===== src/design/emvt_ram.sv =====
module emvt_ram #(
    parameter int WIDTH = 8,
    parameter int DEPTH = 16
) (
    input  logic                     i_clk,
    input  logic                     i_we,
    input  logic [$clog2(DEPTH)-1:0] i_waddr,
    input  logic [WIDTH-1:0]         i_wdata,
    input  logic [$clog2(DEPTH)-1:0] i_raddr,
    output logic [WIDTH-1:0]         o_rdata
);
    logic [WIDTH-1:0] r_mem [DEPTH];

    always_ff @(posedge i_clk) begin
        if (i_we) begin
            r_mem[i_waddr] <= i_wdata;
        end
        o_rdata <= r_mem[i_raddr];
    end
endmodule


===== config.mk =====
export PLATFORM = sky130hd
export DESIGN_NAME = emvt_ram
export DESIGN_NICKNAME = d
export VERILOG_FILES = /design/src/design/emvt_ram.sv
export SDC_FILE = /design/constraint.sdc
export NUM_CORES = 1
export LEC_CHECK = 0
export ABC_AREA = 1
export BUFFER_PORTS_ARGS = -buffer_cell sky130_fd_sc_hd__buf_2
export CAP_MARGIN = 20
export CORE_UTILIZATION = 60
export CTS_CLUSTER_SIZE = 25
export DETAILED_ROUTE_END_ITERATION = 8
export PLACE_DENSITY = 0.89
export REMOVE_ABC_BUFFERS = 1
export SLEW_MARGIN = 20
export SYNTH_ARGS = -nofsm -noshare
export SYNTH_HDL_FRONTEND = slang
export SYNTH_SLANG_ARGS = --single-unit

===== constraint.sdc =====
create_clock -name i_clk -period 1.65 [get_ports i_clk]
set_clock_uncertainty 0.05 [all_clocks]
set_input_delay 0.0825 -clock i_clk [delete_from_list [all_inputs] [get_ports i_clk]]
set_output_delay 0.0825 -clock i_clk [all_outputs]
set_load 0.005 [all_outputs]

==> flow_metrics.py <==
metrics = {
    "run_status": {
        "status": "completed",
    },
    "placement": {
        "place_congestion": 0.872,
        "io_buffers": 25,
        "dp_hpwl_um": 8030,
        "dpl.cell_count": 704,
    },
    "worst_setup_path": {
        "crit_path_end_kind": "register",
        "path_buf_inv": 3,
        "rr_worst_depth": 6,
        "crit_family": "buffers and inverters",
        "cp_slowest_cell": "dlygate4sd3_1",
        "path_cells": "dlygate4sd3_1 > buf_2 > inv_1 > nand3_1 > nand3_1 > nand2_1",
        "r2r-start": "r_mem[0][7]$_DFFE_PP_",
        "crit_top_cell": "nand3_1",
        "critPathLaunchType": "input port",
        "max_stage_delay_ns": 0.53,
        "required_ns": 2.00,
        "critPathMaxFanout": 16,
        "r2r_setup_slack_ns": 0.44,
        "r2r-end": "o_rdata[7]$_DFF_P_",
        "worst-endpoint-arrival_ns": 1.81,
        "criticalPathCategory": "in -> reg",
    },
    "sta": {
        "finalHoldViolCount": 0,
        "rsz0062_at_grt": "false",
        "tightestPinTransition_ns": 0.652,
        "maxSlewHeadroom_pct": 56.5,
        "fin_tns_setup_ns": 0,
        "finalSetupViolations": 0,
        "period_share_pct": 88.3,
        "fin_crit_ns": 1.46,
        "report.final.slew_viol_count": 0,
        "fmax_ghz": 0.686,
    },
    "floorplanning": {
        "die_w_um": 100,
        "initial_core_util_pct": 62.1,
        "die_height_um": 100,
        "rows": 35,
        "die_area_sq_mm": 0.0100,
        "io_pins": 26,
        "core_sq_mm": 0.00928,
    },
    "synthesis": {
        "synth_edf_count": 128,
        "yosysMostFrequentCell": "nand2_1",
        "synth_area_leader_cell": "edfxtp_1",
        "async_flop_share_pct": 0,
        "synth-main-ff-cell": "edfxtp_1",
        "synth_cells": 551,
        "yosys.area.top_type_share_pct": 66.7,
        "syn_area_sq_mm": 0.00577,
        "yosysWarnings": 0,
        "yosysSeqAreaShare_pct": 69.4,
        "synthTopCellsByArea": "edfxtp_1, nand2_1, nand3_1",
        "avgSynthCellArea_sq_um": 10.5,
        "yosys-top-cells-count": "nand2_1, edfxtp_1, inv_1",
        "ys_ff_latch": 136,
        "synth_cell_types": 12,
    },
    "detailed_routing": {
        "wirelength_um": 14600,
        "num_vias": 4275,
        "vias_per_cell": 5.73,
        "wl_per_cell_um": 19.6,
        "drtPass1Iterations": 6,
        "drc": 0,
        "drt_iter0_markers": 566,
        "ant_nets": 0,
    },
    "finish": {
        "final_nets": 622,
        "stdcell_count": 746,
        "area_growth_syn_to_layout_pct": 17.0,
        "drive_gt1_share_pct": 12.6,
        "diodes": 0,
    },
    "job": {
        "maxCapViolations": 0,
    },
    "clocking": {
        "htree_levels": 4,
        "numCtsBuffers": 17,
        "clk_latency_ns": 0.53,
        "cts_resized": 0,
        "cts_tree": "yes",
        "clock_sinks": 136,
        "clockBufferDepth": 2,
        "clkSlewWorstSetupHoldPaths_ns": 0.06,
        "cts_root_buf": "clkbuf_8",
    },
    "hold_path": {
        "min_from": "i_we",
        "hold-path-cell-count": 3,
        "min_path_type": "in -> reg",
        "min_to": "r_mem[1][2]$_DFFE_PP_",
    },
    "pwr": {
        "irDropWorstVdd_uv": 1030,
        "p_leak_nw": 2.95,
        "p_per_area_mw_per_mm2": 1200,
    },
    "global_routing": {
        "use_met1_pct": 37.7,
        "grt_start_max_net_pins": 65,
        "grt_pass1_vias": 4269,
        "grt_busiest_layer": "met2",
        "grt_pass1_wl_um": 22400,
        "gr-total-overflow": 0,
        "antenna_found_initial": 0,
        "grt_use_met2_pct": 52.6,
        "gr-usage-met3_pct": 8.36,
        "gr-usage-all-layers_pct": 31.6,
    },
}
[per-layer routing]
metal  routed length [um]  share of wire [%]  vias up
met1                 5070                 35     1990
met5                    0                  0        -
li1                     -                  -     1880
met4                  669                4.6        0
met3                 1450                9.9       70
met2                 7450                 51      335
[worst max path at each step]
stage	startpoint	end	slack, ns	depth (start not counted)
after floorplan	i_raddr[0]	o_rdata[2]$_DFF_P_	0.54	6
after global placement	i_raddr[2]	o_rdata[1]$_DFF_P_	0.40	5
after detailed placement	i_raddr[2]	o_rdata[1]$_DFF_P_	0.35	5
after CTS	i_raddr[2]	o_rdata[1]$_DFF_P_	0.30	6
after global routing	i_raddr[2]	o_rdata[7]$_DFF_P_	0.17	6
final	i_raddr[2]	o_rdata[7]$_DFF_P_	0.19	6
[kinds of logic (layout without fill, tap and decap cells)]
family / count (synthesis) / in the layout / share of synthesized area [%]
flip-flops: 136 / 136 / 69.4
AND/OR/NAND/NOR: 289 / 289 / 21.0
buffers and inverters: 126 / 192 / 9.52
[tightest hold or removal path, cell delays in order]
cell     delay [ns]
buf_2          0.12
nand2_1        0.13
nor2_1         0.08
[layout make-up]
class / instances / area (sq um)
repair buffers: 58 / 410
well taps: 129 / 161
clock inverters: 13 / 155
inverters: 102 / 383
fillers: 590 / 2530
clock buffers: 19 / 422
multi-input cells: 289 / 1210
flip-flops and latches: 136 / 4000
[what timing repair did]
action                                 in CTS  in global routing
buffers inserted                            0                  0
endpoints found under the hold margin     136                  0
setup endpoints to repair                   0                  0
hold buffers                               10                  0
[placed cells by master, fill, tap and decap left out]
master / count
clkinv_2: 2
clkinvlp_4: 4
edfxtp_1: 128
clkbuf_8: 1
bufinv_16: 3
dlygate4sd3_1: 10
nand3b_1: 2
buf_4: 22
clkinv_1: 2
buf_2: 25
nor2_1: 17
dfxtp_1: 8
nand2_1: 173
buf_12: 1
inv_1: 100
clkinv_4: 2
clkbuf_16: 16
nand3_1: 97
inv_2: 2
clkbuf_1: 2
[state kept, by name, indices dropped and copies added, names as in the netlist]
name     flops
r_mem      128
o_rdata      8
[report_power, final]
part	switching (mW)	leakage [nW]	total [mW]	internal, mW
sequential	0.0344	1.22	3.90	3.86
clock	1.42	0.269	3.71	2.29
combinational	0.346	1.46	0.500	0.154
total	1.80	2.95	8.10	6.30
[per-stage QoR]
| stage | cell area, sq um | hold slack, ns | power, mW | setup slack [ns] | utilization, % |
|---|---|---|---|---|---|
| global placement | 6070 | 0.414 | 4.39 | 0.403 | 65.4 |
| floorplan | 5600 | 0.131 | 4.16 | 0.537 | - |
| detailed placement | 6070 | 0.418 | 4.42 | 0.352 | 65.4 |
| finish | 6750 | 0.0130 | 8.10 | 0.192 | 72.7 |
| CTS | 6750 | 0.00349 | 8.09 | 0.303 | 72.7 |
| global route | 6750 | 0.00948 | 8.30 | 0.168 | 72.7 |
Note: power is estimated with default switching activity, not from simulation.
