`config.mk`:
```
export PLATFORM = sky130hd
export DESIGN_NAME = emvt_near
export DESIGN_NICKNAME = d
export VERILOG_FILES = /design/src/design/emvt_pkg.sv /design/src/design/emvt_near.sv
export SDC_FILE = /design/constraint.sdc
export NUM_CORES = 1
export LEC_CHECK = 0
export BUFFER_PORTS_ARGS = -buffer_cell sky130_fd_sc_hd__buf_4
export CORE_MARGIN = 4
export CORE_UTILIZATION = 34
export DETAILED_ROUTE_END_ITERATION = 10
export PLACE_DENSITY = 0.6
export SKIP_LAST_GASP = 1
export SLEW_MARGIN = 20
export SYNTH_ARGS = -nofsm -noshare
export SYNTH_HDL_FRONTEND = slang
export SYNTH_SLANG_ARGS = --single-unit
```
`constraint.sdc`:
```
create_clock -name vclk -period 4.93
set_input_delay 0.493 -clock vclk [all_inputs]
set_output_delay 0.493 -clock vclk [all_outputs]
set_load 0.005 [all_outputs]
```
`src/design/emvt_pkg.sv`:
```
package emvt_pkg;
    localparam int EDGE_DEPTH   = 4096;
    localparam int VERTEX_DEPTH = 4096;
    localparam int COORD_BITS   = 24;
    localparam int EW = $clog2(EDGE_DEPTH);
    localparam int VW = $clog2(VERTEX_DEPTH);
    localparam int TOL_W = 16;

    typedef enum logic [1:0] {
        ST_ADDED   = 2'd0,
        ST_DUP     = 2'd1,
        ST_REFUSED = 2'd2
    } t_status;

    typedef enum logic [3:0] {
        S_IDLE, S_ESCAN, S_EWAIT, S_VREAD, S_VWAIT, S_VCHK,
        S_LSCAN, S_LWAIT, S_DECIDE, S_WRB, S_OUT
    } t_state;

    typedef struct packed {
        logic signed [COORD_BITS-1:0] x;
        logic signed [COORD_BITS-1:0] y;
        logic signed [COORD_BITS-1:0] z;
    } t_point;
endpackage

```
`src/design/emvt_near.sv`:
```
module emvt_near import emvt_pkg::*; (
    input  t_point           i_p,
    input  t_point           i_q,
    input  logic [TOL_W-1:0] i_tol,
    output logic             o_hit
);
    logic signed [COORD_BITS:0] dx, dy, dz;
    logic [COORD_BITS:0] mx, my, mz;

    always_comb begin
        dx = {i_p.x[COORD_BITS-1], i_p.x} - {i_q.x[COORD_BITS-1], i_q.x};
        dy = {i_p.y[COORD_BITS-1], i_p.y} - {i_q.y[COORD_BITS-1], i_q.y};
        dz = {i_p.z[COORD_BITS-1], i_p.z} - {i_q.z[COORD_BITS-1], i_q.z};
        mx = dx[COORD_BITS] ? -dx : dx;
        my = dy[COORD_BITS] ? -dy : dy;
        mz = dz[COORD_BITS] ? -dz : dz;
        o_hit = (mx < (COORD_BITS+1)'(i_tol)) && (my < (COORD_BITS+1)'(i_tol))
             && (mz < (COORD_BITS+1)'(i_tol));
    end
endmodule

```
==> impl_metrics.py <==
metrics = {
    "run_status": {
        "status": "finished with violations",
        "violations": "setup timing",
    },
    "sta": {
        "slew_viol_final": 0,
        "finalCriticalPeriod_ps": 5176,
        "max_freq_mhz": 193.2,
        "rsz0062_at_grt": "true",
        "finalCritPeriodShare_pct": 105.0,
        "hold_viol": 0,
        "relSlewSlack_pct": 62.42,
        "hold_ws_ps": 1775,
        "setup_ws_ps": -246.2,
        "worst_pin_slew_ps": 559.4,
        "final-setup-viol-count": 1,
    },
    "place": {
        "place_hpwl_um": 20730,
        "globalplace.congestion": 0.9492,
        "port_buffers": 161,
    },
    "route": {
        "ant_nets": 0,
        "num_vias": 9149,
        "wirelength_um": 23880,
        "drc": 0,
        "wl_per_cell_um": 13.89,
        "drt_iter0_drc": 444,
        "first_pass_iters": 5,
        "vias_per_cell": 5.322,
    },
    "synthesis": {
        "yosys_warnings": 0,
        "synthesis.area_mm2": 0.007442,
        "yosysUniqueCellTypes": 84,
        "synth.avg_cell_area_um2": 6.747,
        "yosysTopAreaCellShare_pct": 20.17,
        "yosysTopAreaCell": "ha_1",
        "syn-instance-count": 1103,
        "seq_area_frac_synth_pct": 0,
        "synth_nets": 1386,
        "synth.area.top_cells": "ha_1, xnor2_1, inv_1",
    },
    "critical_path": {
        "critPathSlowestCell": "or4b_4",
        "cp_slowest_stage_delay_ps": 600,
        "cp.required_ps": 4440,
        "crit_end": "o_hit",
        "critPathMaxFanout": 3,
        "critPathLaunchType": "input port",
        "worstPathArrival_ps": 4680,
        "crit_type": "input port to primary output",
        "cp-startpoint": "i_p[24]",
        "path_common_cell": "buf_4",
        "crit_path_end_kind": "primary output",
        "crit_chain": "buf_4, inv_1, ha_4, fa_2, nor2b_2, o31a_1, or3_4, a222oi_1, nand4bb_1, or4b_4, nand2_4, xnor2_1, ha_1, a211oi_2, nand3_1, o221ai_1, o2111ai_1, nor4_2, nand4_1, nor2_2, buf_4",
    },
    "grt": {
        "grt_pass1_wl_um": 39850,
        "overflow": 0,
        "grt_max_degree": 13,
        "track_usage_pct": 18.58,
        "antenna_found_initial": 0,
        "grt_pass1_vias": 8811,
    },
    "floorplan": {
        "rows": 53,
        "core_region_area_mm2": 0.02129,
        "die-area_mm2": 0.02432,
        "io_pins": 161,
        "initial_core_util_pct": 34.96,
        "fp.dieH_um": 156.0,
        "die_w_um": 156.0,
    },
    "pwr": {
        "finalPower_mw": 1.772,
        "p_leak_nw": 5.210,
        "ir_drop_mv": 0.06095,
        "p_per_area_mw_per_mm2": 166.4,
    },
    "finish": {
        "layout_common_cells": "buf_4, ha_1, inv_1, nand2_1, a21oi_1",
        "clkbuf_count": 0,
        "regArea_um2": 0,
        "syn_to_final_growth_pct": 43.12,
        "final_common_cell": "buf_4",
        "antennaDiodeCount": 0,
        "nFlopsAndLatches": 0,
        "nNetsFinal": 1729,
        "layout-drive-gt1-share_pct": 30.26,
    },
    "job": {
        "drv_cap": 0,
    },
    "hold_path": {
        "hold_class": "input port to primary output",
    },
    "clocking": {
        "holdBufCountCts": 0,
    },
}
kinds of logic (layout without fill, tap and decap cells):
kind of cell               after synthesis  after routing  synth area share, %
and+or+nand+nor                        376            376                26.61
AOI/OAI and AO/OA                      364            364                33.41
buffers and inverters                  144            485                7.481
adders and majority gates              123            123                20.98
xor gates and xnor gates                86             86                10.12
muxes                                   10             10                1.395
worst min path at each step:
stage / cells after the start / slack, ps / from / end
6_report: 7 / 1780 / i_p[23] / o_hit
5_1_grt: 7 / 1830 / i_p[23] / o_hit
4_1_cts: 7 / 1780 / i_p[23] / o_hit
3_5_place_dp: 7 / 1780 / i_p[23] / o_hit
3_3_place_gp: 7 / 1770 / i_p[23] / o_hit
2_1_floorplan: 5 / 1450 / i_p[23] / o_hit
critical path, delay by kind of cell:
kind / cells / cell delay, ps
AO/OA/AOI/OAI: 5 / 1220
XOR/XNOR: 1 / 120
adder cells (fa/ha/maj): 3 / 630
buffers and inverters: 3 / 310
AND/OR/NAND/NOR: 9 / 1900
report_power, final:
part	total [mW]	switching (mW)	internal (mW)
Sequential	0	0	0
Clock	0	0	0
Combinational	1.77	0.883	0.889
Yosys cell counts (all sizes together), types with 4 or more instances:
cell type,number
a31oi,14
nand3b,5
a21boi,8
or3,9
inv,115
nand4,16
o2111ai,10
o21ai,74
o221ai,5
or4,8
o211a,5
nand2b,20
nor2b,15
xor2,33
a21o,23
and4,4
ha,120
o31ai,14
nor3,31
mux2i,7
o21bai,9
a2111oi,9
a221o,5
o22ai,6
a211o,7
a21oi,84
and2,19
nor2,78
nand3,23
o41ai,6
and3,19
o311ai,4
xnor2,53
a211oi,14
o31a,4
o21a,19
o211ai,17
clkbuf,26
nor3b,4
nor4,13
or2,8
nand2,88
per-stage QoR:
step | std cells | worst slack [ps] | util (%) | setup TNS [ps] | cell area, µm²
3_5_place_dp | 1708 | -467.7 | 48.83 | -467.7 | 10400
2_1_floorplan | 1103 | 1.446 | - | 0 | 7502
5_1_grt | 1719 | -543.6 | 50.04 | -543.6 | 10650
3_3_place_gp | 1708 | -334.4 | 48.83 | -334.4 | 10400
4_1_cts | 1710 | -306.1 | 49.06 | -306.1 | 10440
6_report | 1719 | -246.2 | 50.04 | -246.2 | 10650
area by class of cell:
type / instances / area (µm²)
fill: 2217 / 10640
multi-input combinational: 959 / 7092
timing repair buffer: 370 / 2781
inverter: 115 / 434.2
tap: 275 / 344.1
layer usage:
| metal | GRT usage (%) | vias to the layer above | part of all wire, % |
|---|---|---|---|
| li1 | - | 4783 | - |
| met2 | 32.35 | 189 | 47 |
| met4 | 1.876 | 0 | 0.94 |
| met3 | 0.7767 | 20 | 4.0 |
| met5 | 0 | - | 0 |
| met1 | 26.33 | 4157 | 48 |
what timing repair did:
action / in CTS / in global routing
setup endpoints to repair: 1 / 1
buffers inserted: 2 / 9
gates resized for setup: 14 / 36
cloned: 0 / 0
pin swaps: 9 / 35
Note: power is estimated with default switching activity, not from simulation.
